File: config.mk
export PLATFORM = sky130hd
export DESIGN_NAME = ftcf_day_split
export DESIGN_NICKNAME = d
export VERILOG_FILES = /design/src/design/ftcf_pkg.sv /design/src/design/ftcf_day_split.sv
export SDC_FILE = /design/constraint.sdc
export NUM_CORES = 2
export LEC_CHECK = 0
export BUFFER_PORTS_ARGS = -buffer_cell sky130_fd_sc_hd__buf_2
export CAP_MARGIN = 10
export CORE_MARGIN = 2
export CORE_UTILIZATION = 60
export CTS_BUF_LIST = sky130_fd_sc_hd__clkbuf_4 sky130_fd_sc_hd__clkbuf_8
export DETAILED_ROUTE_END_ITERATION = 6
export MAX_ROUTING_LAYER = met4
export PLACE_DENSITY = 0.81
export SYNTH_ARGS = -nofsm -noshare
export SYNTH_HDL_FRONTEND = slang
export SYNTH_SLANG_ARGS = --single-unit
File: constraint.sdc
create_clock -name clk_i -period 8.3 [get_ports clk_i]
set_input_delay 1.66 -clock clk_i [delete_from_list [all_inputs] [get_ports clk_i]]
set_output_delay 1.66 -clock clk_i [all_outputs]
set_load 0.02 [all_outputs]
File: src/design/ftcf_pkg.sv
// Shared constants and types for the time-count to calendar-field converter.
package ftcf_pkg;

  // Pipeline shape: four stages split the count into days and ticks of day,
  // then the time-of-day and date branches run side by side to the last stage.
  localparam int unsigned PipeDepth  = 15;
  localparam int unsigned BranchBase = 4;
  localparam int unsigned TimeStages = 9;

  // Widths between the day split and the two branches
  localparam int unsigned DaysW = 25;
  localparam int unsigned RemW  = 40;

  // One load enable per pipeline stage
  typedef logic [PipeDepth-1:0] stage_en_t;

  // Time-of-day result fields
  typedef struct packed {
    logic [4:0] hour;
    logic [5:0] minute;
    logic [5:0] second;
    logic [9:0] millisecond;
  } tod_t;

  // Date result fields
  typedef struct packed {
    logic [15:0] year;
    logic [3:0]  month;
    logic [4:0]  day;
    logic [2:0]  weekday;
  } cal_t;

endpackage

File: src/design/ftcf_day_split.sv
// Splits the tick count into whole days and ticks within the day.
module ftcf_day_split (
  input  logic                           clk_i,
  input  ftcf_pkg::stage_en_t            en_i,
  input  logic [63:0]                    time_count_i,
  output logic [ftcf_pkg::DaysW-1:0]     days_o,
  output logic [ftcf_pkg::RemW-1:0]      rem_o
);

  // Ticks per day is 2^14 times this odd factor
  localparam logic [25:0] DayDiv   = 26'd52734375;
  // floor(2^50 / DayDiv): the estimate falls short by at most one day
  localparam logic [24:0] DayRecip = 25'((64'd1 << 50) / 64'd52734375);

  logic [49:0] p_hi_d, p_lo_d, p_hi_q, p_lo_q;
  logic [40:0] tl1_q, tl2_q, tl3_q;
  logic [49:0] est_sum;
  logic [24:0] q_d, q2_q, q3_q;
  logic [26:0] qd_d, qd_q;
  logic [26:0] r;
  logic        over;
  logic [25:0] rem26;
  logic [24:0] days_d, days_q;
  logic [39:0] rem_d, rem_q;

  // Stage 1: partial products of the reciprocal multiply
  always_comb begin
    p_hi_d = 50'(time_count_i[63:39]) * 50'(DayRecip);
    p_lo_d = 50'(time_count_i[38:14]) * 50'(DayRecip);
  end

  // Stage 2: combine partial products into the day estimate
  always_comb begin
    est_sum = p_hi_q + {25'd0, p_lo_q[49:25]};
    q_d     = est_sum[49:25];
  end

  // Stage 3: low bits of estimate times divisor suffice for the remainder
  always_comb begin
    qd_d = 27'(q2_q) * 27'(DayDiv);
  end

  // Stage 4: correct the estimate by one compare and subtract
  always_comb begin
    r      = tl3_q[40:14] - qd_q;
    over   = (r >= 27'(DayDiv));
    days_d = q3_q + 25'(over);
    rem26  = over ? 26'(r - 27'(DayDiv)) : r[25:0];
    rem_d  = {rem26, tl3_q[13:0]};
  end

  always_ff @(posedge clk_i) begin
    if (en_i[0]) begin
      p_hi_q <= p_hi_d;
      p_lo_q <= p_lo_d;
      tl1_q  <= time_count_i[40:0];
    end
    if (en_i[1]) begin
      q2_q  <= q_d;
      tl2_q <= tl1_q;
    end
    if (en_i[2]) begin
      qd_q  <= qd_d;
      q3_q  <= q2_q;
      tl3_q <= tl2_q;
    end
    if (en_i[3]) begin
      days_q <= days_d;
      rem_q  <= rem_d;
    end
  end

  assign days_o = days_q;
  assign rem_o  = rem_q;

endmodule

# ---- Word level (Yosys, flattened, before mapping)
# Cells that the tools add are included.
dict set report totals {
  register_bits 363
  latch_bits 0
  ramBits 0
  romBits 0
  in_bits 80
  output_inout_bits 65
  word_cells 19
  mem_count 0
}
dict set report classes {
  add_sub_neg 4
  mul 3
  n_div 0
  n_lt_le_gt_ge 1
  n_eq_ne 0
  shifts 0
  mux 1
  bitwise_logic 0
  reduce_logical 0
}
# cell count
set ops {}
lappend ops {{multiplier 25 x 24 -> 49 bit, second input constant} 2}
lappend ops {{adder 50 x 25 -> 50 bit} 1}
lappend ops {{>= comparator 27 x 26 -> 1 bit, second input constant} 1}
lappend ops {{multiplier 25 x 26 -> 27 bit, second input constant} 1}
lappend ops {{subtractor 27 bit} 1}
lappend ops {{two-way mux 26 bit} 1}
lappend ops {{subtractor 26 bit, second input constant} 1}
lappend ops {{adder 25 x 1 -> 25 bit} 1}

# ---- Longest topological paths before layout
dict set report logic_depth {
  ltp_word 3
  depth_mapped 26
}

# ---- Worst setup path before layout
# Ideal clock, no wire load.
dict set report synth_path {
  path_kind {input-to-reg}
  start {input time_count_i[58]}
  end {register p_hi_q[49] (data pin)}
  setup_time_ns 0.265
  arrival_ns 7.986
  t_required_ns 8.035
  slack_ns 0.049
  path_stages 23
  n_path_buf 0
  cell_sequence {inv_1 fa_1 inv_1 fa_1 fa_1 fa_1 fa_1 fa_1 inv_1 fa_1 inv_1 ha_1 and2_1 a221oi_1 a21oi_1 nor2b_1 a211oi_1 o2bb2ai_1 o21bai_1 a2111o_1 a31o_2 a221oi_1 xnor2_1}
}
dict set report synth_via {
  elab_chain_len 1
}
# item line
set synth_lines {}
lappend synth_lines {{start: declaration} ftcf_day_split.sv:5} ;# input logic [63:0] time_count_i,
lappend synth_lines {{multiplier 25 x 24 -> 49 bit} ftcf_day_split.sv:28} ;# p_hi_d = 50'(time_count_i[63:39]) * 50'(DayRecip);
lappend synth_lines {{via p_hi_d[49]} ftcf_day_split.sv:15} ;# logic [49:0] p_hi_d, p_lo_d, p_hi_q, p_lo_q;
lappend synth_lines {{end signal: assignment} ftcf_day_split.sv:54} ;# p_hi_q <= p_hi_d;
lappend synth_lines {{end: declaration} ftcf_day_split.sv:15}
# The timed path passes the listed nets, and every way through them passes these cells.
# A chain may end at the register's enable or synchronous reset.

# ---- Worst setup path in the final report
dict set report layout_path {
  start {input time_count_i[53]}
  end {register p_hi_q[47] (data pin)}
}
# Same word-level chain as after synthesis.

==> impl_metrics.env <==
export IMPL_wl_per_cell_um=18.1
export IMPL_core_area_mm2=0.0699
export IMPL_status="finished, final reports clean"
export IMPL_nets=5565
export IMPL_dp_cells=5026
export IMPL_cts_htree_levels=2
export IMPL_die_x_um=269
export IMPL_first_pass_iters=5
export IMPL_syn_inst=3736
export IMPL_synth_edf_count=336
export IMPL_numPortBuffers=133
export IMPL_pin_count=145
export IMPL_synth_top_cells_by_area="fa_1 30%, edfxtp_1 24%, ha_1 21%, inv_1 8.9%, xnor2_1 2.7%"
export IMPL_ant_nets=0
export IMPL_drc=0
export IMPL_reg2reg_slack_ns=1.62
export IMPL_place_hpwl_mm=80.6
export IMPL_drv_slew=0
export IMPL_die_h_um=269
export IMPL_met3_length_mm=5.90
export IMPL_yosysSeqAreaShare=0.239
export IMPL_syn_to_final_growth_pct=11.3
export IMPL_row_count=97
export IMPL_worstPathArrival_ns=8.39
export IMPL_topRoutingLayerUsed="met4"
export IMPL_critPathMaxFanout=4
export IMPL_critPathKind="input pin to flop"
export IMPL_crit_path_start_kind="input pin"
export IMPL_clock_sinks=336
export IMPL_max_freq_mhz=125
export IMPL_place_gp_congestion=0.995
export IMPL_syn_area_per_cell_um2=11.3
export IMPL_yosys_area_top_type_share=0.299
export IMPL_cts_buffer_depth=3
export IMPL_crit_required_ns=8.71
export IMPL_drive_above_1_share=0.127
export IMPL_synth_common_cells="1006 x inv_1, 709 x ha_1, 630 x fa_1"
export IMPL_wl_met1_mm=40.9
export IMPL_gr_usage_all_layers=0.277
export IMPL_post_route_period_util=0.962
export IMPL_synth_seq_cells=336
export IMPL_cts_tree="built"
export IMPL_rsz0062_at_grt="no"
export IMPL_synth_most_common_cell="inv_1"
export IMPL_start_util=0.604
export IMPL_yosysTopAreaCell="fa_1"
export IMPL_max_cap_viol_count=0
export IMPL_ys_warn_count=0
export IMPL_hold_ws_ns=0.379
export IMPL_post_route_util=0.672
export IMPL_grt_overflow_total=0
export IMPL_postCtsSetupBuffers=0
export IMPL_fill_cells=5139
export IMPL_worst_pin_slew_ns=1.03
export IMPL_skew_ns=0.0518
export IMPL_grt_pass1_wl_mm=153
export IMPL_synth_cell_types=84
export IMPL_setup_viol_count_final=0
export IMPL_antenna_found_initial=2
export IMPL_synth_top_flop_cell="edfxtp_1"
export IMPL_async_flop_share=0
export IMPL_hold_violations=0
export IMPL_viasPerCell=5.37
export IMPL_whs_path_depth=0
export IMPL_hold_buffers=0
export IMPL_wl_mm=93.1
export IMPL_syn_area_mm2=0.0422
export IMPL_clkTransAtPathRegs_ns=0.06
export IMPL_clock_latency_ns=0.68
export IMPL_grt_pass1_vias=29600
export IMPL_first_iter_violations=1814
export IMPL_endpoint_kind="flop"
export IMPL_instances_no_fill=5135
export IMPL_reg2reg_depth=21
export IMPL_grt_max_degree=81
export IMPL_maxSlewHeadroom=0.315
export IMPL_synth_fp_nets=5155
export IMPL_cts_made_buffers=58
export IMPL_dieArea_mm2=0.0725
export IMPL_hold_class="flop to flop"
export IMPL_vias=27600
export IMPL_clock_root_buffer="clkbuf_8"
export IMPL_period_minus_slack_ns=7.99
export IMPL_met2_wirelength_mm=43.9
==> cell usage in the layout, fill, tap and decap left out, types with 36 or more instances in the layout <==
| cell | count |
|---|---|
| buf_4 | 241 |
| buf_2 | 131 |
| nand3_1 | 60 |
| clkbuf_8 | 59 |
| a21oi_1 | 111 |
| nor2_1 | 90 |
| nor3_1 | 36 |
| o21ai_0 | 61 |
| xor2_1 | 61 |
| edfxtp_1 | 336 |
| a21o_1 | 46 |
| inv_1 | 1005 |
| ha_1 | 709 |
| xnor2_1 | 131 |
| nand2_1 | 70 |
| fa_1 | 630 |
==> sequential cells by signal, summed over array words and instances, names as in the netlist <==
register,count
days_o,25
tl2_q,41
rem_o,40
tl1_q,41
q3_q,25
tl3_q,41
qd_q,26
p_hi_q,48
p_lo_q,24
q2_q,25
==> through the flow <==
step | TNS, ns | worst slack (ns) | cell area [um2]
detailed placement | -6.47 | -0.760 | 45800
global placement | -3.84 | -0.525 | 45800
finish | 0 | 0.314 | 47000
global route | 0 | 0.0395 | 47000
CTS | 0 | 0.0388 | 46900
floorplan | 0 | 0.0487 | 42200
==> logic make-up after synthesis <==
family / Yosys count / share of synthesized area
compound gates: 413 / 0.0662
xor+xnor: 196 / 0.0414
fa+ha+maj: 1339 / 0.509
buf+inv: 1030 / 0.0927
flops: 336 / 0.239
mux: 6 / 0.00148
simple gates: 416 / 0.0504
==> worst max-delay path: stages <==
cell and delay [ns]:
buf_2 0.14, fa_1 0.58, inv_1 0.07, fa_1 0.56, inv_1 0.07, fa_1 0.56
fa_1 0.46, fa_1 0.50, fa_1 0.49, inv_1 0.05, fa_1 0.48, inv_1 0.05
ha_1 0.30, a21o_1 0.20, a221oi_2 0.28, a21oi_1 0.15, nor2b_1 0.16, a211oi_2 0.14
buf_4 0.18, o2bb2ai_4 0.15, o21bai_2 0.11, a2111o_1 0.39, a31o_2 0.28, o31a_1 0.25
xor2_1 0.14
==> worst paths after layout <==
kind                                           from              endpoint
worst max-delay path               time_count_i[53]  p_hi_q[47]$_DFFE_PP_
worst min-delay path            tl2_q[39]$_DFFE_PP_   tl3_q[39]$_DFFE_PP_
worst max register to register    q3_q[0]$_DFFE_PP_  days_o[24]$_DFFE_PP_
worst min register to register  tl2_q[39]$_DFFE_PP_   tl3_q[39]$_DFFE_PP_
==> area by class of cell <==
class / instances / area, um2 / share of cell area
antenna: 2 / 5.00 / 0.000106
clock buffer: 69 / 887 / 0.0189
clock inverter: 38 / 270 / 0.00575
inverter: 1006 / 3780 / 0.0803
multi-input combinational: 2370 / 28300 / 0.602
sequential: 336 / 10100 / 0.215
tap: 940 / 1180 / 0.0250
timing repair buffer: 374 / 2500 / 0.0533
==> metal layers <==
layer | track usage | vias up
met1 | 0.374 | 13700
met4 | 0.0713 | 0
li1 | - | 13000
met3 | 0.0464 | 161
met5 | - | -
met2 | 0.438 | 732
==> timing repair <==
action                     in CTS  in global routing
setup endpoints to repair       1                  8
pin swaps                       0                  2
resized for setup               1                 11
Power is left out: the tool's default activity adds up to more than one toggle a clock period on the data nets, which glitch-free logic cannot reach.
