`src/design/ftcf_pkg.sv`:
```
// Shared constants and types for the time-count to calendar-field converter.
package ftcf_pkg;

  // Pipeline shape: four stages split the count into days and ticks of day,
  // then the time-of-day and date branches run side by side to the last stage.
  localparam int unsigned PipeDepth  = 15;
  localparam int unsigned BranchBase = 4;
  localparam int unsigned TimeStages = 9;

  // Widths between the day split and the two branches
  localparam int unsigned DaysW = 25;
  localparam int unsigned RemW  = 40;

  // One load enable per pipeline stage
  typedef logic [PipeDepth-1:0] stage_en_t;

  // Time-of-day result fields
  typedef struct packed {
    logic [4:0] hour;
    logic [5:0] minute;
    logic [5:0] second;
    logic [9:0] millisecond;
  } tod_t;

  // Date result fields
  typedef struct packed {
    logic [15:0] year;
    logic [3:0]  month;
    logic [4:0]  day;
    logic [2:0]  weekday;
  } cal_t;

endpackage

```
`src/design/ftcf_time_split.sv`:
```
// Breaks ticks within the day into hour, minute, second and millisecond.
module ftcf_time_split (
  input  logic                          clk_i,
  input  ftcf_pkg::stage_en_t           en_i,
  input  logic [ftcf_pkg::RemW-1:0]     rem_i,
  output ftcf_pkg::tod_t                tod_o
);

  localparam int unsigned Base      = ftcf_pkg::BranchBase;
  localparam int unsigned PadBase   = Base + ftcf_pkg::TimeStages;
  localparam int unsigned PadStages = ftcf_pkg::PipeDepth - PadBase;

  // floor(2^36 / 625): estimate of milliseconds, short by at most one
  localparam logic [26:0] MsRecip   = 27'((64'd1 << 36) / 64'd625);
  localparam logic [10:0] MsDiv     = 11'd625;
  // Rounded-up reciprocals, exact over the ranges used
  localparam logic [27:0] SecRecip  = 28'(((64'd1 << 37) + 64'd999) / 64'd1000);
  localparam logic [17:0] MinRecip  = 18'(((64'd1 << 23) + 64'd59) / 64'd60);
  localparam logic [17:0] HourRecip = 18'(((64'd1 << 29) + 64'd3599) / 64'd3600);
  localparam logic [26:0] MsPerSec  = 27'd1000;
  localparam logic [16:0] SecPerMin = 17'd60;
  localparam logic [10:0] MinPerHr  = 11'd60;

  logic [35:0] v;
  logic [44:0] ph_d, pl_d, ph_q, pl_q, ms_sum;
  logic [10:0] vl1_q, vl2_q, vl3_q;
  logic [26:0] qe_d, qe_q, qe3_q;
  logic [10:0] mprod_d, mprod_q, mr;
  logic [26:0] msday_d, msday_q, msday5_q, msday6_q;
  logic [54:0] ps_d, ps_q;
  logic [16:0] sod_d, sod_q, sod7_q, sod8_q;
  logic [26:0] sprod_d, sprod_q;
  logic [9:0]  ms_d, ms_q, ms8_q;
  logic [34:0] pm_d, pm_q, phr_d, phr_q;
  logic [10:0] mod_d, mod_q;
  logic [16:0] mod60_d, mod60_q;
  logic [4:0]  hour_d, hour_q;
  logic [10:0] hour60_d, hour60_q;
  ftcf_pkg::tod_t tod_d, tod_q;
  ftcf_pkg::tod_t pad_q [PadStages];

  // Ticks over 10000 equal (ticks >> 4) over 625
  assign v = rem_i[39:4];

  always_comb begin
    // T1: split reciprocal multiply
    ph_d   = 45'(v[35:18]) * 45'(MsRecip);
    pl_d   = 45'(v[17:0])  * 45'(MsRecip);
    // T2: millisecond estimate
    ms_sum = ph_q + {18'd0, pl_q[44:18]};
    qe_d   = ms_sum[44:18];
    // T3: low bits of estimate times divisor
    mprod_d = qe_q[10:0] * MsDiv;
    // T4: correct by one
    mr      = vl3_q - mprod_q;
    msday_d = qe3_q + 27'(mr >= MsDiv);
    // T5: seconds of day by reciprocal
    ps_d    = 55'(msday_q) * 55'(SecRecip);
    // T6: seconds and their millisecond count
    sod_d   = ps_q[53:37];
    sprod_d = 27'(sod_d) * MsPerSec;
    // T7: milliseconds, minutes and hours of day
    ms_d    = 10'(msday6_q - sprod_q);
    pm_d    = 35'(sod_q) * 35'(MinRecip);
    phr_d   = 35'(sod_q) * 35'(HourRecip);
    // T8: quotients and their back products
    mod_d    = pm_q[33:23];
    mod60_d  = 17'(mod_d) * SecPerMin;
    hour_d   = phr_q[33:29];
    hour60_d = 11'(hour_d) * MinPerHr;
    // T9: remainders give second and minute
    tod_d.hour        = hour_q;
    tod_d.minute      = 6'(mod_q - hour60_q);
    tod_d.second      = 6'(sod8_q - mod60_q);
    tod_d.millisecond = ms8_q;
  end

  always_ff @(posedge clk_i) begin
    if (en_i[Base]) begin
      ph_q  <= ph_d;
      pl_q  <= pl_d;
      vl1_q <= v[10:0];
    end
    if (en_i[Base+1]) begin
      qe_q  <= qe_d;
      vl2_q <= vl1_q;
    end
    if (en_i[Base+2]) begin
      mprod_q <= mprod_d;
      qe3_q   <= qe_q;
      vl3_q   <= vl2_q;
    end
    if (en_i[Base+3]) begin
      msday_q <= msday_d;
    end
    if (en_i[Base+4]) begin
      ps_q     <= ps_d;
      msday5_q <= msday_q;
    end
    if (en_i[Base+5]) begin
      sod_q    <= sod_d;
      sprod_q  <= sprod_d;
      msday6_q <= msday5_q;
    end
    if (en_i[Base+6]) begin
      ms_q   <= ms_d;
      pm_q   <= pm_d;
      phr_q  <= phr_d;
      sod7_q <= sod_q;
    end
    if (en_i[Base+7]) begin
      mod_q    <= mod_d;
      mod60_q  <= mod60_d;
      hour_q   <= hour_d;
      hour60_q <= hour60_d;
      ms8_q    <= ms_q;
      sod8_q   <= sod7_q;
    end
    if (en_i[Base+8]) begin
      tod_q <= tod_d;
    end
    // Hold the result until the date branch catches up
    for (int k = 0; k < PadStages; k++) begin
      if (en_i[PadBase+k]) begin
        pad_q[k] <= (k == 0) ? tod_q : pad_q[(k == 0) ? 0 : k-1];
      end
    end
  end

  assign tod_o = pad_q[PadStages-1];

endmodule

```
`config.mk`:
```
export PLATFORM = sky130hd
export DESIGN_NAME = ftcf_time_split
export DESIGN_NICKNAME = d
export VERILOG_FILES = /design/src/design/ftcf_pkg.sv /design/src/design/ftcf_time_split.sv
export SDC_FILE = /design/constraint.sdc
export NUM_CORES = 2
export LEC_CHECK = 0
export BUFFER_PORTS_ARGS = -buffer_cell sky130_fd_sc_hd__buf_2
export CAP_MARGIN = 5
export CORE_MARGIN = 2
export CORE_UTILIZATION = 33
export CTS_CLUSTER_DIAMETER = 60
export DETAILED_ROUTE_END_ITERATION = 10
export PLACE_DENSITY = 0.48
export SLEW_MARGIN = 40
export SYNTH_ARGS = -nofsm -noshare
export SYNTH_HDL_FRONTEND = slang
export SYNTH_SLANG_ARGS = --single-unit
```
`constraint.sdc`:
```
create_clock -name clk_i -period 9.75 [get_ports clk_i]
set_input_delay 2.4375 -clock clk_i [delete_from_list [all_inputs] [get_ports clk_i]]
set_output_delay 2.4375 -clock clk_i [all_outputs]
set_load 0.1 [all_outputs]
```
=== Word-level counts from Yosys, hierarchy flattened ===
Memory sizes are Yosys's and may differ from the RTL's.
Cells that the tools add are included.

* Register bits after elaboration: 456
* Bits in writable memories: 54
* Bits of input ports: 56
* Word-level logic and storage cells: 49
* Memories kept: 1

* Add/subtract/negate cells: 6
* $mul: 9
* Order comparisons: 1
* Muxes and demuxes: 4

{| class="wikitable"
|+ Memories
! memory !! words !! width !! read ports !! clocked after Yosys merged registers in !! write ports !! RTL line !! text
|-
| pad_q || 2 || 27 || 2 || 0 || 2 || ftcf_time_split.sv:40 || <nowiki>ftcf_pkg::tod_t pad_q [PadStages];</nowiki>
|}

{| class="wikitable"
|+ Operators by type and width
! cell !! number
|-
| 18-bit by 26-bit multiplier with 44-bit output (second input constant) || 2
|-
| 17-bit by 18-bit multiplier with 34-bit output (second input constant) || 2
|-
| 27-bit by 27-bit multiplier with 53-bit output (second input constant) || 1
|-
| 45-bit by 27-bit adder with 45-bit output || 1
|-
| 27-bit by 1-bit adder with 27-bit output || 1
|-
| 17-bit by 7-bit multiplier with 7-bit output (second input constant) || 1
|-
| 6-bit subtractor || 2
|-
| 11-bit by 10-bit >= comparator with 1-bit output (second input constant) || 1
|-
| 11-bit by 10-bit multiplier with 11-bit output (second input constant) || 1
|-
| 11-bit by 4-bit multiplier with 4-bit output (second input constant) || 1
|-
| 11-bit subtractor || 1
|-
| 10-bit subtractor || 1
|-
| 5-bit by 4-bit multiplier with 4-bit output (second input constant) || 1
|-
| 1-bit 2-to-1 mux || 4
|}

=== Logic depth before layout (Yosys ltp) ===
* Word-level depth: 3
* Depth in mapped cells: 23

=== Worst setup path after synthesis ===
OpenSTA, ideal clock, no wires.

* Path type: input to register
* Start point: input port rem_i[19] (netlist bit)
* End point: register pl_q[44], data pin
* Setup time: 260 ps
* Arrival time: 7796 ps
* Required time: 9490 ps
* Slack: 1694 ps
* Stages: 20
* Buffers on the path: 0
* Cell sequence: fa_1 > fa_1 > inv_1 > fa_1 > fa_1 > inv_1 > fa_1 > inv_1 > fa_1 > inv_1 > ha_1 > and3_1 > nand4_1 > nor2_1 > o311a_1 > o21ai_1 > a2111oi_1 > a311o_1 > a21oi_1 > xnor2_1

* Longest elaborated chain between the ends: 1

{| class="wikitable"
|+ RTL lines
! element !! RTL line !! text
|-
| from (decl) || ftcf_time_split.sv:5 || <nowiki>input logic [ftcf_pkg::RemW-1:0] rem_i,</nowiki>
|-
| 18-bit by 26-bit multiplier with 44-bit output || ftcf_time_split.sv:48 || <nowiki>pl_d = 45'(v[17:0]) * 45'(MsRecip);</nowiki>
|-
| via pl_d[44] || ftcf_time_split.sv:25 || <nowiki>logic [44:0] ph_d, pl_d, ph_q, pl_q, ms_sum;</nowiki>
|-
| to (signal assigned) || ftcf_time_split.sv:81 || <nowiki>pl_q <= pl_d;</nowiki>
|-
| to (decl) || ftcf_time_split.sv:25 ||
|}

The timed path passes the listed nets, and every way through them passes these cells.
A chain may end at the register's enable or synchronous reset.

=== Worst setup path in the final report ===
* Start point: input port rem_i[20] (netlist bit)
* End point: register pl_q[44], data pin

The elaborated chain is that of the path after synthesis.

==> results by group <==
Global route
  • Vias in the first global route: 31400
  • Largest net degree at the start of global routing: 64
  • GRT Overall Usage: 14.8%
  • First-pass GRT wire length: 173 mm
  • Initial antenna violation count: 3
  • Gr ovfl total: 0

Detailed routing
  • # DRC: 0
  • Final wirelength: 106 mm
  • Drt initial violations: 1084
  • DR vias/cell: 4.42
  • Detail Route Antenna Nets: 0
  • Vias: 28300
  • WL/cell: 16.6 um
  • Drt pass-1 iters: 6

CTS
  • Setup Fix Bufs, Post-CTS: 0
  • CTS tree: done
  • Clk slew on worst S/H paths: 60 ps
  • Worst skew pair latency: 620 ps
  • Clk buf depth: 3
  • H-tree levels: 2
  • CTS Hold Buffers Added: 0
  • Root Driver: clkbuf_16
  • CTS Buf Count: 49
  • CTS resizes: 0
  • CTS sink cnt: 391

Synth
  • Net Count, Synth: 6030
  • FFs w/ async S/R, synth: 0%
  • Post-Syn Area: 48800 um2
  • Adder-cell share of the synthesized area: 52.7%
  • Post-Synthesis Cells: 4336
  • Syn avg cell area: 11.3 um2
  • Yosys warnings: 0
  • Synth Area in Simple Gates: 3.61%
  • Mux cell area share after synthesis: 0.0231%
  • Largest family of logic cells by synthesized area: adder cells
  • Xor/xnor share of the synthesized area: 3.48%
  • Cell variety after synth: 70
  • Top_reg_cell synth: edfxtp_1
  • Compound-cell area share of the yosys netlist: 5.59%
  • Yosys reg bits: 391
  • Post-synth EDFFs: 391
  • Register area share after synthesis: 24.0%

STA
  • Relative slew slack: 43.2%
  • Slew Limit Fails: 0
  • Setup TNS: 0 ps
  • Slew @ Worst Pin: 831 ps
  • Crit path time final: 8190 ps
  • Setup violations, final: 0
  • Setup WS post-layout: 1560 ps
  • Layout Skew: 26.7 ps
  • Fmax: 0.122 GHz
  • RSZ-0062 raised after global routing: no
  • Final Hold Viols: 0
  • Period utilisation layout: 84.0%

Final layout
  • Footprint of the multi-input gates: 31900 um2
  • Final Core Density: 36.1%
  • Reg area: 11700 um2
  • Post-route cell area: 53100 um2
  • Nets@finish: 6130
  • Share of layout cells above drive strength 1: 4.04%
  • Filler cells: 14600
  • Syn-to-layout area delta: 8.84%

Placed design
  • DP Worst Slack: 932 ps
  • Port bufs: 74
  • RD Place Congestion: 0.873
  • Cell Area, Placed: 51400 um2
  • Post-detail-place hpwl: 92.5 mm

Critical path
  • CP Launch Type: input port
  • Cells along the critical path: buf_2, fa_1, fa_1, inv_1, fa_1, fa_1, inv_1, fa_1, inv_1, fa_1, inv_1, ha_1, and3_1, nand4_1, nor2_1, o311a_1, o21ai_1, a2111oi_1, buf_4, a311o_1, a21oi_1, xnor2_1
  • Slowest Stage Delay on Critical Path: 600 ps
  • Crit path capture type: flop
  • Slowest library cell on the worst path: fa_1
  • Worst Path Arrival: 8550 ps
  • Crit Path Class: input port to flop
  • Worst EP required: 10110 ps
  • CP max FO: 7
  • Most frequent CP cell: fa_1

Floorplanning
  • Die ar.: 151000 um2
  • IO Pins: 83
  • DIE WIDTH: 389 um
  • Die Span Y: 389 um
  • Core Region: 147000 um2
  • Rows: 141
  • Initial Util: 33.1%

Hold path
  • Worst hold path class: flop to flop

Flow run
  • # Max-Cap Violations: 0

Outcome
  • Status: finished, final reports clean
## layer usage
layer  track usage (%)  vias up  routed length [um]
li1                  -    14000                   -
met1              19.4    13900               48400
met2              26.1      289               52800
met3              1.85       96                3190
met5                 0        -                  13
met4              2.92        2                1920
## cell families after synthesis
| family | Yosys count |
|---|---|
| AO/OA/AOI/OAI | 415 |
| XOR/XNOR | 194 |
| adder cells (fa/ha/maj) | 1638 |
| buffers and inverters | 1341 |
| flip-flops | 391 |
| multiplexers | 1 |
| AND/OR/NAND/NOR | 356 |
## layout by cell type (no fill, tap or decap), types with 6 or more instances in the layout
cell type / netlist / layout
xnor2_1: 132 / 132
o21ai_0: 66 / 66
clkbuf_1: 7 / 7
a21o_1: 81 / 81
o21bai_1: 18 / 18
nand2_1: 84 / 84
clkbuf_16: 0 / 49
or3_1: 8 / 8
nand2b_1: 18 / 18
nor3_1: 30 / 30
clkinv_2: 0 / 9
nand3_1: 45 / 45
bufinv_16: 0 / 6
ha_1: 940 / 940
nor2_1: 81 / 81
a21boi_0: 7 / 7
inv_1: 1305 / 1305
edfxtp_1: 391 / 391
fa_1: 698 / 698
a21oi_1: 128 / 128
buf_2: 0 / 71
xor2_1: 62 / 62
nand4_1: 24 / 24
o21a_1: 25 / 25
nor4_1: 6 / 6
a31oi_1: 12 / 12
o211ai_1: 12 / 12
nor2b_1: 15 / 15
buf_4: 27 / 13
and4_1: 7 / 7
a211oi_1: 12 / 12
and3_1: 19 / 19
## worst max-delay path: cells and delay by family
family                     cells  cell delay, ps
AOI/OAI and AO/OA              5            1200
xor gates and xnor gates       1             120
adders and majority gates      7            3680
buffers and inverters          6             650
and+or+nand+nor                3             450
## area by class of cell
class                   instances  share of cell area [%]
clock inverters                34                   0.803
diodes                          1                 0.00471
flip-flops and latches        391                    22.1
repair buffers                 85                   0.874
well taps                    1930                    4.54
clock buffers                  56                    2.36
multi-input cells            2604                    60.1
inverters                    1305                    9.22
## cell usage after synthesis (2+ instances only)
library cell / count / area share, %
fa_1: 698 / 29
nor4_1: 6 / 0.077
a311oi_1: 2 / 0.036
a21o_1: 81 / 1.2
nand3b_1: 2 / 0.031
or4_1: 2 / 0.031
o2111ai_1: 3 / 0.054
a31o_2: 4 / 0.072
nor4b_1: 2 / 0.036
a21oi_1: 128 / 1.3
and2_1: 5 / 0.064
or3_1: 8 / 0.10
nand4_1: 24 / 0.31
o211ai_1: 12 / 0.18
a2111oi_0: 4 / 0.072
o21ai_0: 66 / 0.68
nor2_1: 81 / 0.62
a221o_1: 2 / 0.041
nand2_1: 84 / 0.65
nand2b_1: 18 / 0.23
o21ba_2: 2 / 0.041
inv_1: 1305 / 10
ha_1: 940 / 24
a221oi_1: 4 / 0.072
o31a_1: 3 / 0.054
o21a_1: 25 / 0.38
o31ai_1: 5 / 0.077
and3_1: 19 / 0.24
buf_4: 27 / 0.42
a31oi_1: 12 / 0.15
nor2b_1: 15 / 0.19
a2111o_1: 2 / 0.046
or2_2: 2 / 0.026
a21boi_0: 7 / 0.11
o21bai_1: 18 / 0.28
xor2_1: 62 / 1.1
edfxtp_1: 391 / 24
clkbuf_1: 7 / 0.054
o21ai_1: 5 / 0.051
nand3_1: 45 / 0.46
a211oi_1: 12 / 0.18
and4_1: 7 / 0.13
nor3b_1: 2 / 0.031
xnor2_1: 132 / 2.4
nor3_1: 30 / 0.31
## path summary, 6_finish.rpt
kind | start | endpoint | slack, ps | cells after the start
setup / recovery | rem_i[20] | pl_q[44] | 1560 | 22
hold / removal | sod8_q[0] | tod_q[10] | 400 | 0
setup reg to reg | msday_q[9] | ps_q[52] | 2220 | 21
hold reg to reg | sod8_q[0] | tod_q[10] | 400 | 0
## through the flow
stage               std cells  hold WS, ps
global placement         6315          401
CTS                      6405          398
floorplan                4336          400
global route             6405          402
finish                   6406          400
detailed placement       6315          405
## sequential cells by signal, summed over array words and instances, names as in the netlist, 7 cells and up
name / cells
sod_q: 17
mprod_q: 7
ms8_q: 10
ms_q: 10
ph_q: 44
pad_q: 54
ps_q: 17
vl2_q: 11
vl3_q: 11
vl1_q: 11
msday_q: 27
tod_q: 27
msday6_q: 10
qe_q: 27
qe3_q: 27
pl_q: 26
msday5_q: 10
Power is not shown: default switching activity piles up to over one toggle a cycle in this logic, so the estimate is an artifact.
