[src/design/ftcf_pkg.sv]
// Shared constants and types for the time-count to calendar-field converter.
package ftcf_pkg;

  // Pipeline shape: four stages split the count into days and ticks of day,
  // then the time-of-day and date branches run side by side to the last stage.
  localparam int unsigned PipeDepth  = 15;
  localparam int unsigned BranchBase = 4;
  localparam int unsigned TimeStages = 9;

  // Widths between the day split and the two branches
  localparam int unsigned DaysW = 25;
  localparam int unsigned RemW  = 40;

  // One load enable per pipeline stage
  typedef logic [PipeDepth-1:0] stage_en_t;

  // Time-of-day result fields
  typedef struct packed {
    logic [4:0] hour;
    logic [5:0] minute;
    logic [5:0] second;
    logic [9:0] millisecond;
  } tod_t;

  // Date result fields
  typedef struct packed {
    logic [15:0] year;
    logic [3:0]  month;
    logic [4:0]  day;
    logic [2:0]  weekday;
  } cal_t;

endpackage

[src/design/ftcf_date_split.sv]
// Breaks a day number since 1601-01-01 into year, month, day and weekday.
module ftcf_date_split (
  input  logic                          clk_i,
  input  ftcf_pkg::stage_en_t           en_i,
  input  logic [ftcf_pkg::DaysW-1:0]    days_i,
  output ftcf_pkg::cal_t                cal_o
);

  localparam int unsigned Base = ftcf_pkg::BranchBase;

  // Days from 0000-03-01 to 1601-01-01
  localparam logic [24:0] MarchShift  = 25'd584694;
  localparam logic [24:0] DaysPerEra  = 25'd146097;
  localparam logic [15:0] YearsPerEra = 16'd400;
  localparam logic [16:0] DaysPerYear = 17'd365;
  // Rounded-up reciprocals, exact over the ranges used
  localparam logic [25:0] EraRecip  = 26'(((64'd1 << 43) + 64'd146096) / 64'd146097);
  localparam logic [18:0] QuadRecip = 19'(((64'd1 << 29) + 64'd1459) / 64'd1460);
  localparam logic [18:0] YearRecip = 19'(((64'd1 << 27) + 64'd364) / 64'd365);
  localparam logic [17:0] Cent1 = 18'd36524;
  localparam logic [17:0] Cent2 = 18'd73048;
  localparam logic [17:0] Cent3 = 18'd109572;
  localparam logic [17:0] Cent4 = 18'd146096;
  localparam logic [3:0]  LastMonth = 4'd11;
  localparam logic [3:0]  JanIdx    = 4'd10;

  // First day of each month, counted from March
  function automatic logic [8:0] month_start(input logic [3:0] mp);
    logic [8:0] s;
    case (mp)
      4'd0:    s = 9'd0;
      4'd1:    s = 9'd31;
      4'd2:    s = 9'd61;
      4'd3:    s = 9'd92;
      4'd4:    s = 9'd122;
      4'd5:    s = 9'd153;
      4'd6:    s = 9'd184;
      4'd7:    s = 9'd214;
      4'd8:    s = 9'd245;
      4'd9:    s = 9'd275;
      4'd10:   s = 9'd306;
      4'd11:   s = 9'd337;
      default: s = 9'd0;
    endcase
    return s;
  endfunction

  logic [24:0] z_d, z_q, z2_q, z3_q, dp1_d, dp1_q;
  logic [26:0] dp1_ext;
  logic [5:0]  s1_lo, s1_hi, s1_d, s1_q;
  logic [3:0]  s2_d, s2_q;
  logic [2:0]  wd_d, wd_q, wd5_q, wd6_q, wd7_q, wd8_q, wd9_q, wd10_q;
  logic [50:0] pe_d, pe_q;
  logic [7:0]  era;
  logic [24:0] eprod_d, eprod_q;
  logic [15:0] era400_d, era400_q, era5_q, era6_q, era7_q, era8_q;
  logic [17:0] doe_d, doe_q, doe5_q, doe6_q, doe7_q, doe8_q;
  logic [36:0] p1460_d, p1460_q, p365_d, p365_q;
  logic [2:0]  c36_d, c36_q;
  logic        c146_d, c146_q;
  logic [17:0] a_d, a_q;
  logic [8:0]  yoe;
  logic [1:0]  c100;
  logic [16:0] t365_d, t365_q;
  logic [6:0]  yq_d, yq_q;
  logic [15:0] y0_d, y0_q, y0_9_q, y0_10_q;
  logic [8:0]  doy_d, doy_q, doy10_q;
  logic [3:0]  mp_d, mp_q;
  ftcf_pkg::cal_t cal_d, cal_q;

  always_comb begin
    // D1: shift origin to 0000-03-01, and weekday base
    z_d   = days_i + MarchShift;
    dp1_d = days_i + 25'd1;
    // D2: era by reciprocal; octal digit sum for modulo seven
    pe_d    = 51'(z_q) * 51'(EraRecip);
    dp1_ext = {2'b00, dp1_q};
    s1_lo   = '0;
    s1_hi   = '0;
    for (int i = 0; i < 5; i++) begin
      s1_lo = s1_lo + 6'(dp1_ext[3*i +: 3]);
    end
    for (int i = 5; i < 9; i++) begin
      s1_hi = s1_hi + 6'(dp1_ext[3*i +: 3]);
    end
    s1_d = s1_lo + s1_hi;
    // D3: era back products; fold digit sum again
    era      = pe_q[50:43];
    eprod_d  = 25'(era) * DaysPerEra;
    era400_d = 16'(era) * YearsPerEra;
    s2_d     = 4'(s1_q[5:3]) + 4'(s1_q[2:0]);
    // D4: day of era; final weekday reduction
    doe_d = 18'(z3_q - eprod_q);
    if (s2_q >= 4'd14) begin
      wd_d = 3'(s2_q - 4'd14);
    end else if (s2_q >= 4'd7) begin
      wd_d = 3'(s2_q - 4'd7);
    end else begin
      wd_d = s2_q[2:0];
    end
    // D5: leap-cycle counts within the era
    p1460_d = 37'(doe_q) * 37'(QuadRecip);
    c36_d   = 3'(doe_q >= Cent1) + 3'(doe_q >= Cent2) + 3'(doe_q >= Cent3)
            + 3'(doe_q >= Cent4);
    c146_d  = (doe_q >= Cent4);
    // D6: days with leap days taken out
    a_d = doe5_q - 18'(p1460_q[35:29]) + 18'(c36_q) - 18'(c146_q);
    // D7: year of era by reciprocal
    p365_d = 37'(a_q) * 37'(YearRecip);
    // D8: year start in days, and base year
    yoe    = p365_q[35:27];
    c100   = 2'(yoe >= 9'd100) + 2'(yoe >= 9'd200) + 2'(yoe >= 9'd300);
    t365_d = 17'(yoe) * DaysPerYear;
    yq_d   = 7'(yoe[8:2]) - 7'(c100);
    y0_d   = era8_q + 16'(yoe);
    // D9: day of year from March
    doy_d = 9'(doe8_q - 18'(t365_q) - 18'(yq_q));
    // D10: month from March by threshold search
    mp_d = '0;
    for (int i = 1; i <= 11; i++) begin
      if (doy_q >= month_start(4'(i))) begin
        mp_d = 4'(i);
      end
    end
    // D11: calendar fields; January and February belong to the next year
    cal_d.day     = 5'(doy10_q - month_start(mp_q) + 9'd1);
    cal_d.month   = (mp_q < JanIdx) ? mp_q + 4'd3 : mp_q - 4'd9;
    cal_d.year    = y0_10_q + 16'(mp_q >= JanIdx && mp_q <= LastMonth);
    cal_d.weekday = wd10_q;
  end

  always_ff @(posedge clk_i) begin
    if (en_i[Base]) begin
      z_q   <= z_d;
      dp1_q <= dp1_d;
    end
    if (en_i[Base+1]) begin
      pe_q <= pe_d;
      z2_q <= z_q;
      s1_q <= s1_d;
    end
    if (en_i[Base+2]) begin
      eprod_q  <= eprod_d;
      era400_q <= era400_d;
      z3_q     <= z2_q;
      s2_q     <= s2_d;
    end
    if (en_i[Base+3]) begin
      doe_q  <= doe_d;
      wd_q   <= wd_d;
      era5_q <= era400_q;
    end
    if (en_i[Base+4]) begin
      p1460_q <= p1460_d;
      c36_q   <= c36_d;
      c146_q  <= c146_d;
      doe5_q  <= doe_q;
      era6_q  <= era5_q;
      wd5_q   <= wd_q;
    end
    if (en_i[Base+5]) begin
      a_q    <= a_d;
      doe6_q <= doe5_q;
      era7_q <= era6_q;
      wd6_q  <= wd5_q;
    end
    if (en_i[Base+6]) begin
      p365_q <= p365_d;
      doe7_q <= doe6_q;
      era8_q <= era7_q;
      wd7_q  <= wd6_q;
    end
    if (en_i[Base+7]) begin
      t365_q <= t365_d;
      yq_q   <= yq_d;
      y0_q   <= y0_d;
      doe8_q <= doe7_q;
      wd8_q  <= wd7_q;
    end
    if (en_i[Base+8]) begin
      doy_q  <= doy_d;
      y0_9_q <= y0_q;
      wd9_q  <= wd8_q;
    end
    if (en_i[Base+9]) begin
      mp_q    <= mp_d;
      doy10_q <= doy_q;
      y0_10_q <= y0_9_q;
      wd10_q  <= wd9_q;
    end
    if (en_i[Base+10]) begin
      cal_q <= cal_d;
    end
  end

  assign cal_o = cal_q;

endmodule

[config.mk]
export PLATFORM = sky130hd
export DESIGN_NAME = ftcf_date_split
export DESIGN_NICKNAME = d
export VERILOG_FILES = /design/src/design/ftcf_pkg.sv /design/src/design/ftcf_date_split.sv
export SDC_FILE = /design/constraint.sdc
export NUM_CORES = 2
export LEC_CHECK = 0
export BUFFER_PORTS_ARGS = -buffer_cell sky130_fd_sc_hd__buf_2
export CELL_PAD_IN_SITES_DETAIL_PLACEMENT = 1
export CELL_PAD_IN_SITES_GLOBAL_PLACEMENT = 2
export CORE_MARGIN = 2
export CORE_UTILIZATION = 30
export CTS_CLUSTER_SIZE = 8
export DETAILED_ROUTE_END_ITERATION = 10
export PLACE_DENSITY_LB_ADDON = 0.1
export SYNTH_ARGS = -nofsm -noshare
export SYNTH_HDL_FRONTEND = slang
export SYNTH_SLANG_ARGS = --single-unit
[constraint.sdc]
create_clock -name clk_i -period 8.8 [get_ports clk_i]
set_input_delay 1.32 -clock clk_i [delete_from_list [all_inputs] [get_ports clk_i]]
set_output_delay 1.32 -clock clk_i [all_outputs]
set_load 0.02 [all_outputs]
# Word level (Yosys, flattened, before mapping)
# Memory sizes are Yosys's and may differ from the RTL's.
# Cells that the tools add are included.
classes:
  add_sub_neg: 31
  multipliers: 6
  div_mod_pow: 0
  n_lt_le_gt_ge: 23
  n_eq_ne: 0
  n_shift: 0
  muxes: 13
  bitwise: 0
  reduce_logical: 3
ops:
  columns: ["op", "count"]
  rows:
  - ["18-bit by 16-bit multiplier with 33-bit output (second input constant)", 2]
  - ["25-bit by 24-bit multiplier with 49-bit output (second input constant)", 1]
  - ["9-bit by 8-bit greater-or-equal comparator with 1-bit output (second input constant)", 5]
  - ["18-bit by 17-bit greater-or-equal comparator with 1-bit output (second input constant)", 2]
  - ["9-bit greater-or-equal comparator (second input constant)", 4]
  - ["4-bit 2-to-1 mux", 7]
  - ["9-bit by 7-bit greater-or-equal comparator with 1-bit output (second input constant)", 3]
  - ["25-bit by 1-bit adder with 25-bit output (second input constant)", 1]
  - ["25-bit by 20-bit adder with 25-bit output (second input constant)", 1]
  - ["18-bit by 3-bit adder with 18-bit output", 1]
  - ["18-bit by 16-bit greater-or-equal comparator with 1-bit output (second input constant)", 1]
  - ["18-bit greater-or-equal comparator (second input constant)", 1]
  - ["8-bit by 18-bit multiplier with 18-bit output (second input constant)", 1]
  - ["18-bit by 1-bit subtractor with 18-bit output", 1]
  - ["18-bit subtractor", 1]
  - ["18-bit by 7-bit subtractor with 18-bit output", 1]
  - ["16-bit by 1-bit adder with 16-bit output", 1]
  - ["16-bit by 9-bit adder with 16-bit output", 1]
  - ["3-bit by 3-bit adder with 4-bit output", 3]
  - ["8-bit by 5-bit multiplier with 12-bit output (second input constant)", 1]
  - ["4-bit by 3-bit adder with 5-bit output", 2]
  - ["9-bit by 5-bit greater-or-equal comparator with 1-bit output (second input constant)", 1]
  - ["9-bit by 6-bit greater-or-equal comparator with 1-bit output (second input constant)", 1]
  - ["9-bit by 9-bit multiplier with 9-bit output (second input constant)", 1]
  - ["other kinds (26)", 32]
totals:
  ff_bits: 505
  latchBits: 0
  ramBits: 0
  rom_bits: 144
  inputBits: 41
  out_inout_bits: 28
  wordCells: 121
  memories: 1
memory_table:
  columns: ["memory", "words", "width", "rd", "rd_ports_with_merged_regs", "write_ports", "line_no", "source"]
  rows:
  - ["(no name shown)", 16, 9, 1, 0, 0, "ftcf_date_split.sv:30", "case (mp)"]

# Longest topological paths before layout
logic_depth:
  ltp_word: 11
  depth_mapped: 23
  depth_no_buf: 23

# Worst setup path before layout
# No wires, ideal clock.
synth_timing:
  path_type: "flip-flop to flip-flop"
  from: "register z_q[2]"
  to: "register pe_q[50] (data pin)"
  setup_time_ns: 0.262
  t_arrival_ns: 6.530
  required_ns: 8.538
  path_slack_ns: 2.008
  stages_incl_launch_ff: 22
  n_path_buf: 0
  synth_period_minus_slack_ns: 6.792
  cell_sequence: "edfxtp_1 -> inv_1 -> fa_1 -> inv_1 -> fa_1 -> inv_1 -> fa_1 -> fa_1 -> fa_1 -> fa_1 -> inv_1 -> fa_1 -> ha_1 -> nand4_1 -> or4_1 -> or2_2 -> a2111oi_2 -> o41ai_2 -> a21boi_2 -> o21a_4 -> a311oi_2 -> xnor2_1"
synth_between:
  elab_chain_len: 1
synth_rtl:
  columns: ["element", "line_no", "source"]
  rows:
  - ["start: declaration", "ftcf_date_split.sv:48", "logic [24:0] z_d, z_q, z2_q, z3_q, dp1_d, dp1_q;"]
  - ["start signal: assignment", "ftcf_date_split.sv:134", "z_q <= z_d;"]
  - ["25-bit by 24-bit multiplier with 49-bit output", "ftcf_date_split.sv:76", "pe_d = 51'(z_q) * 51'(EraRecip);"]
  - ["named net pe_d[50]", "ftcf_date_split.sv:53", "logic [50:0] pe_d, pe_q;"]
  - ["end signal: assignment", "ftcf_date_split.sv:138", "pe_q <= pe_d;"]
  - ["end: declaration", "ftcf_date_split.sv:53", null]
# The timed path passes the listed nets, and every way through them passes these cells.
# A chain may end at the register's enable or synchronous reset.

# Worst setup path after layout
layout_timing:
  from: "register z_q[3]"
  to: "register pe_q[50] (data pin)"
# The elaborated chain is that of the path after synthesis.

==> impl_metrics.json <==
{
  "status": "finished clean",
  "cts_buffers": 60,
  "placed_cell_area_mm2": 0.0430,
  "yosysSeqAreaShare_pct": 30.5,
  "yosysTopAreaCell": "edfxtp_1",
  "postRouteAntennaNets": 0,
  "yosysWarnings": 0,
  "fmax_mhz": 131,
  "syn_to_final_growth_pct": 10.7,
  "r2r-start": "z_q[3]$_DFFE_PP_",
  "grt_pass1_wl_um": 155000,
  "dpl.hpwl_um": 81900,
  "crit_start": "z_q[3]$_DFFE_PP_",
  "cp.depth": 21,
  "cts-resized-gates": 0,
  "antenna_found_initial": 1,
  "drt_iter0_markers": 620,
  "wl_met1_um": 42900,
  "cts_tree": "done",
  "portBuffers": 64,
  "path_buf_inv": 4,
  "final_area_mm2": 0.0447,
  "initial_utilization_pct": 30.2,
  "rrSetupSlack_ns": 1.17,
  "report.final.slew_viol_count": 0,
  "worstPathRequired_ns": 9.19,
  "core_area_mm2": 0.133,
  "wl_met3_um": 2400,
  "insertion_delay_ns": 0.67,
  "track_usage_pct": 14.6,
  "num-nets-final": 4792,
  "grt_setup_unrepaired": "false",
  "layout_min_cycle_time_ns": 7.63,
  "finalSetupViolCount": 0,
  "async_flop_share_pct": 0,
  "worstPathArrival_ns": 8.02,
  "rows": 134,
  "cp_top_family": "adder cells",
  "grt_pass1_vias": 27400,
  "wl_um": 96800,
  "worst_path_most_repeated_cell": "fa_1",
  "drc_errors": 0,
  "synth_cell_types": 63,
  "synth_area_leaders": "edfxtp_1 30%, fa_1 26%, ha_1 23%",
  "syn_area_mm2": 0.0403,
  "cts.reportedPaths.clkPinSlew_ns": 0.05,
  "topRoutingLayerUsed": "met4",
  "wire_per_inst_um": 18.3,
  "finClkSkew_ns": 0.0470,
  "worst_pin_slew_ns": 1.11,
  "cp-start-kind": "flip-flop",
  "root_buffer": "clkbuf_16",
  "cts_buffer_depth": 3,
  "num_vias": 23500,
  "die_area_mm2": 0.137,
  "wl_met2_um": 49400,
  "drive_gt1_share_pct": 4.73,
  "cts.htree.levels": 2,
  "place.gp.congestion": 0.795,
  "endpoint_kind": "flip-flop",
  "syn_inst": 3377,
  "crit_type": "reg2reg",
  "cp_slowest_cell": "edfxtp_1",
  "vias_per_cell": 4.43,
  "grt_max_degree": 51,
  "synth_flop_cell": "edfxtp_1",
  "worstPathMaxFanout": 7,
  "maxCapViolCount": 0,
  "crit_end": "pe_q[50]$_DFFE_PP_",
  "reg2reg_depth": 21,
  "max-slew-margin-rel_pct": 25.8,
  "grt-ovfl-total": 0,
  "cts.sinks": 409,
  "num_antenna_cells": 0,
  "die_w_um": 371,
  "io-pin-count": 69,
  "ys_ff_latch": 409,
  "critical_path.cell_chain": "inv_1 -> fa_1 -> inv_1 -> fa_1 -> inv_1 -> fa_1 -> fa_1 -> fa_1 -> fa_1 -> inv_1 -> fa_1 -> ha_1 -> nand4_1 -> or4_1 -> or2_2 -> a2111oi_2 -> o41ai_2 -> a21boi_2 -> o21a_4 -> a311oi_2 -> xnor2_1",
  "drt-pass1-iter-count": 6,
  "tns_ns": 0,
  "rr_endpoint": "pe_q[50]$_DFFE_PP_",
  "cts_setup_buffers": 0,
  "synth_fp_nets": 4661,
  "fin_crit_sh_pct": 86.8,
  "synth-edff-count": 409,
  "hold_viol": 0,
  "synth.top_cell.area_share_pct": 30.5,
  "avgSynthCellArea_um2": 11.9,
  "slowest_delay_ns": 0.61,
  "die_h_um": 371,
  "hp-class": "reg2reg",
  "hold_buffers": 0
}
## cell usage after synthesis, types with 3 or more instances
library cell  count
a221oi_1          4
a21o_1           43
a211oi_1         12
a31oi_1           9
fa_1            515
nand4_1          23
o21ai_0          64
or2_2             6
inv_1           878
o31ai_1           3
a21oi_1          90
a21boi_0          4
and2_1            5
a211o_1           5
o2111ai_1         6
nand2_1          85
nor4_1            4
o21bai_1         13
o311ai_0          5
nor3_1           26
o31a_1            3
ha_1            728
nor2b_1          22
a41o_1            3
nand2b_1         16
and3_1           14
o211ai_1          4
xnor2_1         140
xor2_1           44
clkbuf_1         16
o21a_1           11
edfxtp_1        409
mux2i_1           5
nor2_1           88
nand3_1          40
o41ai_1           3
## kinds of logic (layout without fill, tap and decap cells)
kind of cell / after synthesis / after routing / share of synthesized area [%]
buf+inv: 894 / 1044 / 8.32
compound gates: 303 / 303 / 4.94
mux: 5 / 5 / 0.124
simple gates: 339 / 339 / 4.02
fa+ha+maj: 1243 / 1243 / 48.1
xor+xnor: 184 / 184 / 4.00
flops: 409 / 409 / 30.5
## flip-flops by register name, summed over array words and instances (netlist names), 12 cells and up
register / flops
eprod_q: 18
doe5_q: 18
cal_o: 28
z2_q: 18
a_q: 18
y0_q: 14
era5_q: 12
era6_q: 12
era7_q: 12
z_q: 25
era8_q: 12
dp1_q: 25
y0_9_q: 16
z3_q: 18
doe_q: 18
y0_10_q: 16
## metal layers
metal	vias to the layer above	GRT usage, %
met4	0	3.25
met3	101	1.78
met5	-	0
li1	11200	-
met2	206	26.5
met1	12000	18.5
## layout by cell type, fill, tap and decap left out, types with 4 or more instances in the layout
cell / synthesis / routed
a211o_1: 5 / 5
a211oi_1: 12 / 12
a21boi_0: 4 / 4
a21o_1: 43 / 43
a21oi_1: 90 / 90
a221oi_1: 4 / 4
a31oi_1: 9 / 9
and2_1: 5 / 5
and3_1: 14 / 14
buf_2: 0 / 64
buf_4: 0 / 21
clkbuf_1: 16 / 12
clkbuf_16: 0 / 60
edfxtp_1: 409 / 409
fa_1: 515 / 515
ha_1: 728 / 728
inv_1: 878 / 878
mux2i_1: 5 / 5
nand2_1: 85 / 85
nand2b_1: 16 / 16
nand3_1: 40 / 40
nand4_1: 23 / 23
nor2_1: 88 / 88
nor2b_1: 22 / 22
nor3_1: 26 / 26
nor4_1: 4 / 4
o2111ai_1: 6 / 6
o211ai_1: 4 / 4
o21a_1: 11 / 11
o21ai_0: 64 / 64
o21bai_1: 13 / 13
o311ai_0: 5 / 5
or2_2: 6 / 6
xnor2_1: 140 / 140
xor2_1: 44 / 44
## per-stage QoR
stage               hold WS, ns  utilization (%)  instances  worst slack [ns]
global placement          0.400             32.2       5214              1.06
finish                    0.393             33.5       5295              1.17
global route              0.396             33.5       5295             0.794
CTS                       0.386             33.5       5295              1.03
detailed placement        0.405             32.2       5214              1.04
floorplan                 0.400                -       3377              2.01
## how the worst min path moves through the flow
| stage | startpoint | to | slack (ns) | depth (start not counted) |
|---|---|---|---|---|
| global route | era6_q[5]$_DFFE_PP_ | era7_q[5]$_DFFE_PP_ | 0.40 | 0 |
| floorplan | wd10_q[0]$_DFFE_PP_ | cal_o[0]$_DFFE_PP_ | 0.40 | 0 |
| global placement | era7_q[7]$_DFFE_PP_ | era8_q[7]$_DFFE_PP_ | 0.40 | 0 |
| detailed placement | era400_q[15]$_DFFE_PP_ | era5_q[15]$_DFFE_PP_ | 0.41 | 0 |
| finish | era6_q[5]$_DFFE_PP_ | era7_q[5]$_DFFE_PP_ | 0.39 | 0 |
| CTS | era6_q[5]$_DFFE_PP_ | era7_q[5]$_DFFE_PP_ | 0.39 | 0 |
## layout make-up
class	instances	area, um2
Clock buffer	72	1550
Tap cell	1768	2210
Clock inverter	9	145
Timing Repair Buffer	85	478
Multi-Input combinational cell	2074	24700
Sequential cell	409	12300
Fill cell	14600	88800
Inverter	878	3300
Power is left out: the tool's default activity adds up to more than one toggle a clock period on the data nets, which glitch-free logic cannot reach.
